--- src/rtl/efd_pkg.sv ---
// Shared types and constants for the escaped frame deframer.
// Used by efd_ctrl, efd_datapath and escaped_frame_deframer_top; no dependencies.
package efd_pkg;

    localparam int BUFFER_BYTES_DEF = 32;
    localparam int CFG_IDX_W        = 3;

    // Configuration register indexes.
    localparam logic [CFG_IDX_W-1:0] CFG_HEADER = 3'd0;
    localparam logic [CFG_IDX_W-1:0] CFG_FOOTER = 3'd1;
    localparam logic [CFG_IDX_W-1:0] CFG_ESCAPE = 3'd2;
    localparam logic [CFG_IDX_W-1:0] CFG_TYPE_A = 3'd3;
    localparam logic [CFG_IDX_W-1:0] CFG_TYPE_B = 3'd4;
    localparam logic [CFG_IDX_W-1:0] CFG_TYPE_C = 3'd5;

    // Reset values of the configuration registers.
    localparam logic [7:0] HEADER_RST = 8'h40;
    localparam logic [7:0] FOOTER_RST = 8'h41;
    localparam logic [7:0] ESCAPE_RST = 8'h42;
    localparam logic [7:0] TYPE_A_RST = 8'h00;
    localparam logic [7:0] TYPE_B_RST = 8'h01;
    localparam logic [7:0] TYPE_C_RST = 8'h02;

    typedef enum logic [2:0] {
        ST_SEARCH,
        ST_READ,
        ST_ESC,
        ST_DRAIN_RD,
        ST_DRAIN_LOAD,
        ST_EMPTY
    } efd_state_t;

    // Commands from the controller to the datapath.
    typedef struct packed {
        logic clear;       // start of a new frame
        logic store;       // store the received byte
        logic store_inv;   // store it inverted (byte after an escape)
        logic rd_start;    // point the read index at the first payload byte
        logic rd_issue;    // read the store at the read index
        logic rd_advance;  // step the read index
        logic load_data;   // load the output register with the read byte
        logic load_empty;  // load the output register with an empty result
    } efd_cmd_t;

    // Status from the datapath to the controller.
    typedef struct packed {
        logic is_header;
        logic is_footer;
        logic is_escape;
        logic frame_ok;      // frame is deliverable
        logic payload_empty; // frame holds only the type byte
        logic drain_last;    // read index is at the final payload byte
        logic out_free;      // output register can take a result this cycle
    } efd_sts_t;

endpackage

--- src/rtl/efd_ctrl.sv ---
// Controller state machine of the escaped frame deframer.
// Depends on efd_pkg; drives the commands for efd_datapath.
module efd_ctrl (
    input  logic              clk,
    input  logic              rst_n,
    input  logic              in_valid,
    output logic              in_ready,
    input  efd_pkg::efd_sts_t sts,
    output efd_pkg::efd_cmd_t cmd
);
    import efd_pkg::*;

    efd_state_t state_reg;
    efd_state_t state_next;
    logic       in_accept;

    assign in_accept = in_valid && in_ready;

    always_ff @(posedge clk or negedge rst_n)
    begin
        if (!rst_n)
        begin
            state_reg <= ST_SEARCH;
        end
        else
        begin
            state_reg <= state_next;
        end
    end

    // Next state.
    always_comb
    begin
        state_next = state_reg;
        case (state_reg)
            ST_SEARCH:
            begin
                if (in_accept && sts.is_header)
                begin
                    state_next = ST_READ;
                end
            end
            ST_READ:
            begin
                if (in_accept)
                begin
                    // Escape takes precedence over footer.
                    if (sts.is_escape)
                    begin
                        state_next = ST_ESC;
                    end
                    else if (sts.is_footer)
                    begin
                        if (!sts.frame_ok)
                        begin
                            state_next = ST_SEARCH;
                        end
                        else if (sts.payload_empty)
                        begin
                            state_next = ST_EMPTY;
                        end
                        else
                        begin
                            state_next = ST_DRAIN_RD;
                        end
                    end
                end
            end
            ST_ESC:
            begin
                if (in_accept)
                begin
                    state_next = ST_READ;
                end
            end
            ST_DRAIN_RD:
            begin
                state_next = ST_DRAIN_LOAD;
            end
            ST_DRAIN_LOAD:
            begin
                if (sts.out_free)
                begin
                    state_next = sts.drain_last ? ST_SEARCH : ST_DRAIN_RD;
                end
            end
            ST_EMPTY:
            begin
                if (sts.out_free)
                begin
                    state_next = ST_SEARCH;
                end
            end
            default:
            begin
                state_next = ST_SEARCH;
            end
        endcase
    end

    // Outputs. In the parsing states in_ready is high, so in_valid alone marks an
    // accepted item.
    always_comb
    begin
        cmd      = '0;
        in_ready = 1'b0;
        case (state_reg)
            ST_SEARCH:
            begin
                in_ready  = 1'b1;
                cmd.clear = in_valid && sts.is_header;
            end
            ST_READ:
            begin
                in_ready     = 1'b1;
                cmd.store    = in_valid && !sts.is_escape && !sts.is_footer;
                cmd.rd_start = in_valid && !sts.is_escape && sts.is_footer;
            end
            ST_ESC:
            begin
                in_ready      = 1'b1;
                cmd.store     = in_valid;
                cmd.store_inv = 1'b1;
            end
            ST_DRAIN_RD:
            begin
                cmd.rd_issue = 1'b1;
            end
            ST_DRAIN_LOAD:
            begin
                cmd.load_data  = sts.out_free;
                cmd.rd_advance = sts.out_free && !sts.drain_last;
            end
            ST_EMPTY:
            begin
                cmd.load_empty = sts.out_free;
            end
            default:
            begin
                in_ready = 1'b1;
            end
        endcase
    end

    // No item is taken while a frame is being delivered.
    a_no_input_in_drain: assert property (@(posedge clk) disable iff (!rst_n)
        (state_reg == ST_DRAIN_RD || state_reg == ST_DRAIN_LOAD || state_reg == ST_EMPTY)
        |-> !in_ready)
        else $error("input accepted during frame delivery");

    // A read is always followed by a load attempt in the next cycle.
    a_read_then_load: assert property (@(posedge clk) disable iff (!rst_n)
        cmd.rd_issue |=> state_reg == ST_DRAIN_LOAD)
        else $error("store read not followed by output load");

    // A final load returns the parser to header search.
    a_last_to_search: assert property (@(posedge clk) disable iff (!rst_n)
        (cmd.load_empty || (cmd.load_data && sts.drain_last)) |=> state_reg == ST_SEARCH)
        else $error("frame delivery did not end in header search");

endmodule

--- src/rtl/efd_datapath.sv ---
// Datapath of the escaped frame deframer: configuration registers, frame store,
// fill count, read index and output register. Depends on efd_pkg.
module efd_datapath #(
    parameter int BUFFER_BYTES = efd_pkg::BUFFER_BYTES_DEF
) (
    input  logic                          clk,
    input  logic                          rst_n,
    input  logic                          cfg_valid,
    input  logic [efd_pkg::CFG_IDX_W-1:0] cfg_index,
    input  logic [7:0]                    cfg_data,
    input  logic [7:0]                    rx_byte,
    input  efd_pkg::efd_cmd_t             cmd,
    output efd_pkg::efd_sts_t             sts,
    output logic                          out_valid,
    input  logic                          out_ready,
    output logic [7:0]                    msg_type,
    output logic [7:0]                    payload_byte,
    output logic                          byte_valid,
    output logic                          last
);
    import efd_pkg::*;

    localparam int IDXW = $clog2(BUFFER_BYTES);
    localparam int CNTW = $clog2(BUFFER_BYTES + 1);
    localparam logic [CNTW-1:0] FULL_CNT = CNTW'(BUFFER_BYTES);

    logic [7:0] header_reg;
    logic [7:0] footer_reg;
    logic [7:0] escape_reg;
    logic [7:0] type_a_reg;
    logic [7:0] type_b_reg;
    logic [7:0] type_c_reg;

    logic [7:0]      mem [BUFFER_BYTES];
    logic [CNTW-1:0] fill_reg;
    logic            overflowed_reg;
    logic [7:0]      type_reg;
    logic [IDXW-1:0] rd_idx_reg;
    logic [7:0]      rd_data_reg;

    logic            out_valid_reg;
    logic [7:0]      msg_reg;
    logic [7:0]      payload_reg;
    logic            byte_valid_reg;
    logic            last_reg;

    logic            full;
    logic [7:0]      store_data;
    logic            do_write;
    logic            type_match;
    logic            out_load;

    assign full       = (fill_reg == FULL_CNT);
    assign store_data = cmd.store_inv ? ~rx_byte : rx_byte;
    assign do_write   = cmd.store && !full;
    assign type_match = (type_reg == type_a_reg) || (type_reg == type_b_reg)
                     || (type_reg == type_c_reg);
    assign out_load   = cmd.load_data || cmd.load_empty;

    assign sts.is_header     = (rx_byte == header_reg);
    assign sts.is_footer     = (rx_byte == footer_reg);
    assign sts.is_escape     = (rx_byte == escape_reg);
    assign sts.frame_ok      = !overflowed_reg && (fill_reg != '0) && type_match;
    assign sts.payload_empty = (fill_reg == CNTW'(1));
    assign sts.drain_last    = (CNTW'(rd_idx_reg) == (fill_reg - CNTW'(1)));
    assign sts.out_free      = !out_valid_reg || out_ready;

    always_ff @(posedge clk or negedge rst_n)
    begin
        if (!rst_n)
        begin
            header_reg <= HEADER_RST;
            footer_reg <= FOOTER_RST;
            escape_reg <= ESCAPE_RST;
            type_a_reg <= TYPE_A_RST;
            type_b_reg <= TYPE_B_RST;
            type_c_reg <= TYPE_C_RST;
        end
        else if (cfg_valid)
        begin
            case (cfg_index)
                CFG_HEADER: header_reg <= cfg_data;
                CFG_FOOTER: footer_reg <= cfg_data;
                CFG_ESCAPE: escape_reg <= cfg_data;
                CFG_TYPE_A: type_a_reg <= cfg_data;
                CFG_TYPE_B: type_b_reg <= cfg_data;
                CFG_TYPE_C: type_c_reg <= cfg_data;
                default:    ;
            endcase
        end
    end

    // Frame control state.
    always_ff @(posedge clk or negedge rst_n)
    begin
        if (!rst_n)
        begin
            fill_reg       <= '0;
            overflowed_reg <= 1'b0;
            out_valid_reg  <= 1'b0;
        end
        else
        begin
            if (cmd.clear)
            begin
                fill_reg       <= '0;
                overflowed_reg <= 1'b0;
            end
            else if (cmd.store)
            begin
                if (full)
                begin
                    overflowed_reg <= 1'b1;
                end
                else
                begin
                    fill_reg <= fill_reg + CNTW'(1);
                end
            end

            if (out_load)
            begin
                out_valid_reg <= 1'b1;
            end
            else if (out_ready)
            begin
                out_valid_reg <= 1'b0;
            end
        end
    end

    // Payload registers and the frame store.
    always_ff @(posedge clk)
    begin
        if (do_write)
        begin
            mem[fill_reg[IDXW-1:0]] <= store_data;
        end
        if (cmd.rd_issue)
        begin
            rd_data_reg <= mem[rd_idx_reg];
        end
    end

    always_ff @(posedge clk)
    begin
        // The first stored byte of a frame is its type code.
        if (do_write && (fill_reg == '0))
        begin
            type_reg <= store_data;
        end
        if (cmd.rd_start)
        begin
            rd_idx_reg <= IDXW'(1);
        end
        else if (cmd.rd_advance)
        begin
            rd_idx_reg <= rd_idx_reg + IDXW'(1);
        end
        // The type is copied into the output register so that a waiting result
        // keeps it while the next frame is parsed.
        if (cmd.load_data)
        begin
            msg_reg        <= type_reg;
            payload_reg    <= rd_data_reg;
            byte_valid_reg <= 1'b1;
            last_reg       <= sts.drain_last;
        end
        else if (cmd.load_empty)
        begin
            msg_reg        <= type_reg;
            payload_reg    <= '0;
            byte_valid_reg <= 1'b0;
            last_reg       <= 1'b1;
        end
    end

    assign out_valid    = out_valid_reg;
    assign msg_type     = msg_reg;
    assign payload_byte = payload_reg;
    assign byte_valid   = byte_valid_reg;
    assign last         = last_reg;

    a_fill_bounded: assert property (@(posedge clk) disable iff (!rst_n)
        fill_reg <= FULL_CNT)
        else $error("fill count beyond store depth");

    a_overflow_full: assert property (@(posedge clk) disable iff (!rst_n)
        overflowed_reg |-> full)
        else $error("overflow flagged while store not full");

    a_load_when_free: assert property (@(posedge clk) disable iff (!rst_n)
        out_load |-> sts.out_free)
        else $error("output register overwritten while holding a result");

    a_taken_clears: assert property (@(posedge clk) disable iff (!rst_n)
        (out_valid_reg && out_ready && !out_load) |=> !out_valid_reg)
        else $error("taken result still shown");

endmodule

--- src/rtl/escaped_frame_deframer_top.sv ---
// Top level of the escaped frame deframer.
// Depends on efd_pkg, efd_ctrl and efd_datapath.
//
//  channel  | direction | handshake               | payload
//  ---------+-----------+-------------------------+------------------------------------
//  s_axis   | in        | s_axis_tvalid/tready    | tdata[7:0] rx_byte
//  m_axis   | out       | m_axis_tvalid/tready    | tdata msg_type, payload_byte;
//           |           |                         | tuser byte_valid; tlast last
//  cfg      | in        | cfg_valid/cfg_ready     | cfg_index register, cfg_data value
//
// Received bytes are taken one per cycle while a frame is being parsed.
// After an accepted footer, each payload byte takes a registered read of the frame
// store, then the load of the output register, which waits while a held result
// sees m_axis_tready low; no input item is taken until the last result is loaded.
// Reset clears control state only; the frame store needs no clearing pass.
// The output register lets the next frame be parsed while a result waits.
module escaped_frame_deframer_top #(
    parameter int BUFFER_BYTES = efd_pkg::BUFFER_BYTES_DEF
) (
    input  logic                          clk,
    input  logic                          rst_n,
    input  logic                          s_axis_tvalid,
    output logic                          s_axis_tready,
    input  logic [7:0]                    s_axis_tdata,  // [7:0] rx_byte
    output logic                          m_axis_tvalid,
    input  logic                          m_axis_tready,
    output logic [15:0]                   m_axis_tdata,  // [7:0] msg_type, [15:8] payload_byte
    output logic [0:0]                    m_axis_tuser,  // [0] byte_valid
    output logic                          m_axis_tlast,
    input  logic                          cfg_valid,
    output logic                          cfg_ready,
    input  logic [efd_pkg::CFG_IDX_W-1:0] cfg_index,
    input  logic [7:0]                    cfg_data
);
    import efd_pkg::*;

    efd_cmd_t   cmd;
    efd_sts_t   sts;
    logic [7:0] msg_type;
    logic [7:0] payload_byte;
    logic       byte_valid;

    assign cfg_ready = 1'b1;

    efd_ctrl u_ctrl (
        .clk      (clk),
        .rst_n    (rst_n),
        .in_valid (s_axis_tvalid),
        .in_ready (s_axis_tready),
        .sts      (sts),
        .cmd      (cmd)
    );

    efd_datapath #(
        .BUFFER_BYTES (BUFFER_BYTES)
    ) u_datapath (
        .clk          (clk),
        .rst_n        (rst_n),
        .cfg_valid    (cfg_valid),
        .cfg_index    (cfg_index),
        .cfg_data     (cfg_data),
        .rx_byte      (s_axis_tdata),
        .cmd          (cmd),
        .sts          (sts),
        .out_valid    (m_axis_tvalid),
        .out_ready    (m_axis_tready),
        .msg_type     (msg_type),
        .payload_byte (payload_byte),
        .byte_valid   (byte_valid),
        .last         (m_axis_tlast)
    );

    assign m_axis_tdata = {payload_byte, msg_type};
    assign m_axis_tuser = byte_valid;

endmodule

--- config.mk ---
export PLATFORM = sky130hd
export DESIGN_NAME = escaped_frame_deframer_top
export DESIGN_NICKNAME = d
export VERILOG_FILES = /design/src/rtl/efd_pkg.sv /design/src/rtl/efd_ctrl.sv /design/src/rtl/efd_datapath.sv /design/src/rtl/escaped_frame_deframer_top.sv
export SDC_FILE = /design/constraint.sdc
export NUM_CORES = 1
export LEC_CHECK = 0
export BUFFER_PORTS_ARGS = -buffer_cell sky130_fd_sc_hd__buf_2
export CAP_MARGIN = 20
export CORE_MARGIN = 4
export CORE_UTILIZATION = 30
export CTS_CLUSTER_DIAMETER = 40
export DETAILED_ROUTE_END_ITERATION = 7
export PLACE_DENSITY = 0.53
export SYNTH_ARGS = -nofsm -noshare
export SYNTH_HDL_FRONTEND = slang
export SYNTH_HIERARCHICAL = 1
export SYNTH_SLANG_ARGS = --single-unit
--- constraint.sdc ---
create_clock -name clk -period 4.3 [get_ports clk]
set_input_delay 0.86 -clock clk [delete_from_list [all_inputs] [get_ports clk]]
set_output_delay 0.86 -clock clk [all_outputs]
set_load 0.005 [all_outputs]
==> results of run 1 <==
-- power groups by stage --
stage / sequential, mW / clock, mW / combinational, mW
after global placement: 4.20 / 0 / 1.02
after global routing: 4.16 / 3.73 / 1.12
after detailed placement: 4.20 / 0 / 1.02
final: 4.13 / 3.49 / 1.02
after CTS: 4.13 / 3.59 / 1.03
after floorplan: 4.14 / 0 / 0.734
-- area by class of cell --
type                       count  share of cell area [%]
multi-input combinational    377                    23.9
inverter                       9                   0.196
tap                          615                    4.47
clock buffer                  49                    6.57
sequential                   354                    59.8
clock inverter                28                    1.47
timing repair buffer          90                    3.58
-- worst paths after layout --
check	endpoint	slack, ns	cells past startpoint
max	u_datapath/rd_idx_reg[4]	1.30	9
min	u_datapath/type_a_reg[6]	0.42	1
max reg2reg	u_datapath/rd_idx_reg[4]	1.30	9
min reg2reg	u_datapath/byte_valid	0.45	1
max in group asynchronous	u_datapath/footer_reg[0]	2.99	2
min in group clk	u_datapath/byte_valid	0.45	1
-- stage by stage --
step           instance area (um^2)  power (mW)
2_1_floorplan                 14600        4.87
3_3_place_gp                  15800        5.22
3_5_place_dp                  15800        5.22
4_1_cts                       17200        8.75
5_1_grt                       17200        9.01
6_report                      17200        8.63
-- worst register-to-register path: stages (launching register included) --
cell     delay, ns
dfrtp_1       0.56
or3_1         0.59
nor3_1        0.22
xor2_1        0.24
nor3_1        0.10
nor3_1        0.32
nor2b_1       0.44
nand4_1       0.17
xor2_1        0.16
nor2_1        0.05
-- cell usage in the layout, fill, tap and decap left out, types with 18 or more instances in the layout --
| master | instances |
|---|---|
| edfxtp_1 | 289 |
| nor3_1 | 18 |
| nor2_1 | 41 |
| buf_2 | 43 |
| xor2_1 | 33 |
| clkbuf_16 | 44 |
| mux2_2 | 56 |
| buf_4 | 42 |
| mux4_2 | 80 |
| nand2_1 | 20 |
| xnor2_1 | 31 |
| dfrtp_1 | 52 |
-- metal layers --
| metal | part of all wire (%) | wire, um |
|---|---|---|
| met4 | 1.8 | 595 |
| met3 | 4.1 | 1370 |
| met1 | 45 | 15200 |
| met2 | 49 | 16300 |
| met5 | 0 | 0 |
-- logic make-up after synthesis --
kind of cell             after synthesis
AND/OR/NAND/NOR                      138
other                                  1
AO/OA/AOI/OAI                         21
flip-flops                           354
buffers and inverters                 46
multiplexers                         139
adder cells (fa/ha/maj)                6
XOR/XNOR                              72
==> run metrics, run 1 <==
placer congestion estimate=roughly 0.77; Fmax=334 MHz; met2 Track Usage GR=20.7%; status=finished clean; setup bufs post-CTS=0; Critical Path Source=u_datapath/fill_reg[4]; Worst EP required=4.70 ns; DRC errors left=0; initial antenna violation count=1; later-pin clock latency in the skew report=0.54 ns; top-count cell post-synth=edfxtp_1; multi-input combinational cell area=4110 um^2; Final Skew=0.0237 ns; ys async rst share=16.7%; synth cell count leaders=289 x edfxtp_1, 80 x mux4_2, 56 x mux2_2; # hold bufs at CTS=0; P_leak=between 5 and 6 nW; sw power=2.19 mW; # H-tree levels=2; Post-Synthesis Cells=about 780; GR Util met1=17.7%; RSZ-0062 raised after global routing=false; Core ar.=47800 um^2; Fill cells=4447; share of post-route cells with drive strength above 1=35.5%; Clk pwr share=40.4%; ANT nets after route=0; critical path's most frequent cell=nor3_1; Main synth FF type=edfxtp_1; GR peak layer=met2; all-layer global routing usage=12.7%; max reg flops=256; post-route insts no fill=1522; maximum buffer depth of the clock tree=3; Die Ht=228 um; register bit count reported by yosys=354; Setup WS post-layout=about 1.3 ns; final setup TNS=0 ns; part of the power in combinational logic=11.8%; main combinational cell family by area after synthesis=multiplexers; Die ar.=52100 um^2; post-place setup slack=0.942 ns; Final min period=3.00 ns; power per cell area=~500 nW/um^2; vias in the first global route=7573; storage element area=10300 um^2; Max stage delay on crit path=roughly 0.59 ns; Critical path buffers and inverters=0; Sw Ratio=between 20 and 30%; Vias/cell=slightly below 5; Post-Syn Area per Cell=18.7 um^2; buffers added on ports=43; synth-to-layout area growth=18.1%; clk sinks=354; Total Nets Final=905; worst min path class=in -> async; Max VDD drop=around 0.22 mV; post-synth top area cell=edfxtp_1; Worst EP arrival=roughly 3.4 ns; Netlist cell types=54; Final setup viols=0; diodes inserted=0; global route total overflow=0; cts bufs inserted=43; final worst-path cycle share=69.7%; final core occ=a little over a third; CP cell instances=or3_1 -> nor3_1 -> xor2_1 -> nor3_1 -> nor3_1 -> nor2b_1 -> nand4_1 -> xor2_1 -> nor2_1; first-pass GRT wire length=roughly 51 mm; drt initial violations=572; Clock transition at path regs=0.06 ns; Synth Area in Simple Gates=4.90%; routed wire length per instance=about 22 um; met3 Resource Use GR=about 2.0%; Final Max Slew Viols=0; # rows=80; post-synth design cell area=14600 um^2; Synth top area share=59.6%; cts repair resizes=0; drt total wl=33.4 mm; CP Max Fanout=14; drt first pass iters=7; syn nets=807; worst slew pin tran=1.09 ns; register area share after synthesis=70.6%; DIE WIDTH=around 230 um; Setup crit start kind=flop; starting density of the core=between 30% and 40%; Syn. warnings=6; part of the power in registers=between 40% and 50%; slowest stage cell, crit path=or3_1; adder-cell share of the synthesized area=0.516%; Int Pwr=~6.4 mW; crit-path leading delay family=simple AND/OR/NAND/NOR gates; dpl hpwl=21.6 mm; Post-synth EDFFs=289; clock root buffer=clkbuf_16; DR vias=roughly 7300; post-synthesis xor/xnor area fraction=4.33%; crit end category=flop; worst setup path class=reg -> reg; CTS tree=done; Fin. Hold Viols=0; Placed Cells=1443; Synth Area in Compound Gates=1.09%; r2r startpoint=u_datapath/fill_reg[4]; mux cell area share after synthesis=16.9%; max cap viols=0; largest cells by area after synthesis=edfxtp_1 60%, mux4_2 12%, dfrtp_1 8.9%, mux2_2 4.3%, xor2_1 2.5%; Slew HR=27.2%; io pins=45; hold_ws=0.417 ns; largest net degree at the start of global routing=36
(Power assumes the default switching activity.)
==> run 2: changes to the inputs <==
PLACE_DENSITY = 0.55   (was 0.53)
clock period = 2.5 ns   (was 4.3 ns; I/O delays follow)
==> run metrics, run 2 (same netlist as run 1, synthesis figures left out) <==
Worst EP required=3.01 ns (was 4.70 ns); power per cell area=897 nW/um^2 (was 502 nW/um^2); CTS tree=done (unchanged); Int Pwr=11.9 mW (was 6.45 mW); io pins=45 (unchanged); max reg flops=256 (unchanged); sw power=4.25 mW (was 2.19 mW); Sw Ratio=26.3% (was 25.3%); Critical path buffers and inverters=0 (unchanged); crit-path leading delay family=simple AND/OR/NAND/NOR gates (unchanged); placed inst area=16300 um^2 (was 15800 um^2); clk sinks=354 (unchanged); DIE WIDTH=228 um (unchanged); Max VDD drop=0.417 mV (was 0.223 mV); Fmax=421 MHz (was 334 MHz); Setup crit start kind=flop (unchanged); Die Ht=228 um (unchanged); P_leak=6.16 nW (was 5.73 nW); CP cell instances=xor2_1 -> nor4_1 -> nand2_1 -> a311oi_1 -> or3b_1 -> a21oi_1 -> nor2_1 -> mux2i_1 (was or3_1 -> nor3_1 -> xor2_1 -> nor3_1 -> nor3_1 -> nor2b_1 -> nand4_1 -> xor2_1 -> nor2_1); later-pin clock latency in the skew report=0.58 ns (was 0.54 ns); Slew HR=61.7% (was 27.2%); Post-Layout Inst Area=18000 um^2 (was 17200 um^2); diodes inserted=0 (unchanged); post-route insts no fill=1592 (was 1522); Total Nets Final=965 (was 905); Worst EP arrival=2.88 ns (was 3.39 ns); largest net degree at the start of global routing=40 (was 36); initial antenna violation count=0 (was 1); Max stage delay on crit path=0.49 ns (was 0.59 ns); Core ar.=47800 um^2 (unchanged); # rows=80 (unchanged); drt first pass iters=4 (was 7); CP Max Fanout=3 (was 14); drt total wl=34.4 mm (was 33.4 mm); Placed Cells=1494 (was 1443); Vias/cell=4.75 (was 4.80); placer congestion estimate=0.786 (was 0.766); buffers added on ports=43 (unchanged); starting density of the core=30.4% (unchanged); DRC errors left=0 (unchanged); dpl hpwl=22.7 mm (was 21.6 mm); # H-tree levels=2 (unchanged); cts bufs inserted=52 (was 43); DR vias=7566 (was 7311); hold_ws=0.235 ns (was 0.417 ns); Setup WS post-layout=0.123 ns (was 1.30 ns); routed wire length per instance=21.6 um (was 21.9 um); clock root buffer=clkbuf_16 (unchanged); part of the power in registers=43.6% (was 47.9%); worst setup path class=reg -> reg (unchanged); max cap viols=0 (unchanged); maximum buffer depth of the clock tree=3 (unchanged); Die ar.=52100 um^2 (unchanged); drt initial violations=532 (was 572); first-pass GRT wire length=51.4 mm (was 50.6 mm); R2R setup slack=0.12 ns (was 1.30 ns); final worst-path cycle share=95.1% (was 69.7%); all-layer global routing usage=13.1% (was 12.7%); Clock transition at path regs=0.06 ns (about the same); crit end category=flop (unchanged); post-place setup slack=-0.280 ns (was 0.942 ns); global route total overflow=0 (unchanged); most frequent cells in the layout=289 x edfxtp_1, 87 x buf_4, 80 x mux4_2 (was 289 x edfxtp_1, 80 x mux4_2, 56 x mux2_2); status=finished clean (unchanged); slowest stage cell, crit path=edfxtp_1 (was or3_1); Final min period=2.38 ns (was 3.00 ns); ANT nets after route=0 (unchanged); Final Skew=0.0263 ns (was 0.0237 ns); final core occ=37.7% (was 35.9%); worst min path class=in -> reg (was in -> async); final setup TNS=0 ns (unchanged); Fin. Hold Viols=0 (unchanged); part of the power in combinational logic=13.4% (was 11.8%); synth-to-layout area growth=23.8% (was 18.1%); commonest non-fill, non-tap cell in the layout=edfxtp_1 (unchanged); share of post-route cells with drive strength above 1=41.4% (was 35.5%); Final setup viols=0 (unchanged); total chip power=16.2 mW (was 8.63 mW); vias in the first global route=7875 (was 7573); Clk pwr share=43.0% (was 40.4%); worst slew pin tran=0.571 ns (was 1.09 ns); Final Max Slew Viols=0 (unchanged)
-- run 2: cell count changes in the layout (fill, tap and decap cells not counted), sizes merged --
cell / delta
inv: +7
clkinv: -1
dlygate4sd3: +1
clkinvlp: +6
clkbuf: +7
buf: +50
-- run 2: power groups by stage --
stage | combinational, mW | clock, mW | sequential (mW)
floorplan | 1.27 | 0 | 7.12
global placement | 2.08 | 0 | 7.16
finish | 2.17 | 6.95 | 7.05
global route | 2.34 | 7.36 | 7.09
CTS | 2.12 | 7.11 | 7.05
detailed placement | 2.10 | 0 | 7.17
-- run 2: area by class of cell --
type / instances / area (um^2)
fillers: 4386 / 29800
flip-flops and latches: 354 / 10300
multi-input cells: 377 / 4190
clock buffers: 56 / 1340
repair buffers: 141 / 1070
well taps: 615 / 769
clock inverters: 40 / 337
inverters: 9 / 33.8
-- run 2: per-layer routing --
layer / global-route usage [%] / routed length, um / up-vias
li1: - / - / 3378
met1: 18.8 / 16000 / 3943
met2: 19.8 / 15800 / 187
met3: 2.65 / 1800 / 58
met4: 4.38 / 871 / 0
met5: 0 / 0 / -
-- run 2: timing repair --
action / CTS / global route
pin swaps: 0 / 3
endpoints found under the setup margin: 33 / 226
setup buffers: 0 / 1
hold buffers: 1 / 0
endpoints found under the hold margin: 19 / 0
resized for setup: 2 / 13
-- run 2: worst paths after layout --
kind,start,to,cells after the start
max reg2reg,u_datapath/type_reg[1],u_ctrl/state_reg[0],8
min reg2reg,u_datapath/byte_valid,u_datapath/byte_valid,1
min in group asynchronous,rst_n,u_datapath/type_b_reg[2],2
max in group asynchronous,rst_n,u_datapath/escape_reg[6],3
max,u_datapath/type_reg[1],u_ctrl/state_reg[0],8
min,s_axis_tvalid,u_ctrl/state_reg[1],2
-- run 2: worst reg2reg max path, cell delays in order (launching register included) --
cell and delay (ns):
edfxtp_1 0.49, xor2_1 0.22, nor4_1 0.40, nand2_1 0.13, a311oi_1 0.37, or3b_1 0.38
a21oi_1 0.15, nor2_1 0.05, mux2i_1 0.12
==> run 3: changes to the inputs <==
CTS_BUF_LIST = sky130_fd_sc_hd__clkbuf_2   (was not set)
SKIP_LAST_GASP = 1   (was not set)
==> run metrics, run 3 (same netlist as run 1, synthesis figures left out) <==
r2r startpoint=u_datapath/fill_reg[0] (was u_datapath/type_reg[1]); commonest non-fill, non-tap cell in the layout=edfxtp_1 (unchanged); P_leak=6.06 nW (was 6.16 nW); cts bufs inserted=93 (was 52); initial antenna violation count=1 (was 0); Die ar.=52100 um^2 (unchanged); Die Ht=228 um (unchanged); slowest stage cell, crit path=dfrtp_1 (was edfxtp_1); Max stage delay on crit path=0.39 ns (was 0.49 ns); Max VDD drop=0.334 mV (was 0.417 mV); vias in the first global route=8275 (was 7875); status=finished clean (unchanged); worst min path class=in -> reg (unchanged); maximum buffer depth of the clock tree=3 (unchanged); crit-path leading delay family=buffers and inverters (was simple AND/OR/NAND/NOR gates); Critical path buffers and inverters=3 (was 0); max cap viols=0 (unchanged); Final Skew=0.0946 ns (was 0.0263 ns); buffers added on ports=43 (unchanged); final worst-path cycle share=99.7% (was 95.1%); DRC errors left=0 (unchanged); largest net degree at the start of global routing=40 (unchanged); Setup crit start kind=flop (unchanged); Final min period=2.49 ns (was 2.38 ns); clock root buffer=clkbuf_2 (was clkbuf_16); CP cell instances=buf_4 -> inv_2 -> nor3_4 -> a21oi_2 -> buf_2 (was xor2_1 -> nor4_1 -> nand2_1 -> a311oi_1 -> or3b_1 -> a21oi_1 -> nor2_1 -> mux2i_1); drt total wl=34.7 mm (was 34.4 mm); drt initial violations=453 (was 532); DIE WIDTH=228 um (unchanged); clk sinks=354 (unchanged); most frequent cells in the layout=289 x edfxtp_1, 132 x clkbuf_2, 92 x buf_4 (was 289 x edfxtp_1, 87 x buf_4, 80 x mux4_2); final core occ=36.4% (was 37.7%); # H-tree levels=3 (was 2); Clock transition at path regs=0.10 ns (was 0.06 ns); CTS tree=done (unchanged); global route total overflow=0 (unchanged); Hold EP=u_datapath/escape_reg[0] (was u_ctrl/state_reg[1]); share of post-route cells with drive strength above 1=44.7% (was 41.4%); Total Nets Final=1024 (was 965); worst slew pin tran=0.929 ns (was 0.571 ns); Worst EP arrival=1.99 ns (was 2.88 ns); Worst EP required=2.00 ns (was 3.01 ns); max reg flops=256 (unchanged); later-pin clock latency in the skew report=0.97 ns (was 0.58 ns); Final Max Slew Viols=0 (unchanged); synth-to-layout area growth=19.6% (was 23.8%); R2R setup slack=0.12 ns (about the same); Fin. Hold Viols=0 (unchanged); # rows=80 (unchanged); Core ar.=47800 um^2 (unchanged); ANT nets after route=0 (unchanged); routed wire length per instance=20.7 um (was 21.6 um); final setup TNS=0 ns (unchanged); storage element area=10300 um^2 (unchanged); placer congestion estimate=0.786 (unchanged); Fmax=401 MHz (was 421 MHz); worst setup path class=reg -> out (was reg -> reg); io pins=45 (unchanged); starting density of the core=30.4% (unchanged); worst reg2reg path endpoint=u_datapath/rd_idx_reg[3] (was u_ctrl/state_reg[0]); total chip power=13.2 mW (was 16.2 mW); multi-input combinational cell area=4240 um^2 (was 4190 um^2); Vias/cell=4.73 (was 4.75); Hold Startpoint=cfg_index[0] (was s_axis_tvalid); dpl hpwl=22.7 mm (unchanged); Hold Path Depth=4 (was 2); Fill cells=4536 (was 4386); Final setup viols=0 (unchanged); power per cell area=759 nW/um^2 (was 897 nW/um^2); Slew HR=37.9% (was 61.7%); CP Max Fanout=8 (was 3); DR vias=7932 (was 7566); all-layer global routing usage=13.2% (was 13.1%); cells on worst reg2reg path=10 (was 8); crit end category=output port (was flop); first-pass GRT wire length=52.0 mm (was 51.4 mm); drt first pass iters=4 (unchanged); RSZ-0062 raised after global routing=true
run 3: layer usage:
metal  up-vias  global-route usage [%]  share of wire (%)
met2       239                    20.2                 47
met3        44                    3.04                5.5
met4         0                    4.36                1.6
met5         -                       0                  0
li1       3545                       -                  -
met1      4104                    18.8                 46
run 3: report_power, final:
part           switching [mW]  internal, mW
registers               0.216          6.82
clock network            2.36          1.54
logic                    1.29         0.998
total                    3.86          9.35
run 3: worst max path at each step:
stage	start	to	slack, ns	cells past startpoint
global placement	s_axis_tdata[5]	u_datapath/type_reg[7]	-0.37	11
floorplan	s_axis_tdata[1]	u_datapath/mem[25][0]	-0.06	8
detailed placement	s_axis_tdata[5]	u_datapath/type_reg[1]	-0.28	11
finish	u_ctrl/state_reg[1]	s_axis_tready	0.008	5
CTS	u_ctrl/state_reg[0]	s_axis_tready	-0.13	5
global route	u_ctrl/state_reg[0]	s_axis_tready	-0.12	5
run 3: tightest hold or removal path: stages:
cell and delay, ns:
buf_2 0.14, nor2_1 0.06, buf_4 0.16, mux2_2 0.22
run 3: timing repair:
action,4_1_cts,5_1_grt
endpoints found under the hold margin,108,0
hold buffers,13,0
setup endpoints to repair,119,221
pin swaps,1,4
resized for setup,11,17
setup buffers,4,3
run 3: area by class of cell:
type	instances	share of cell area, %
sequential	354	59.1
multi-input combinational	377	24.3
timing repair buffer	159	7.12
tap	615	4.42
clock buffer	132	3.80
clock inverter	31	0.970
inverter	9	0.216
antenna	1	0.0144
run 3: per-stage QoR:
stage                     hold slack, ns  worst slack (ns)  instance area, um^2  instances
after floorplan                    0.204           -0.0603                14600        777
after CTS                        0.00638            -0.128                17300       1674
final                              0.144           0.00818                17400       1678
after global routing              0.0346            -0.123                17400       1678
after global placement             0.468            -0.373                16300       1494
after detailed placement           0.469            -0.280                16300       1494
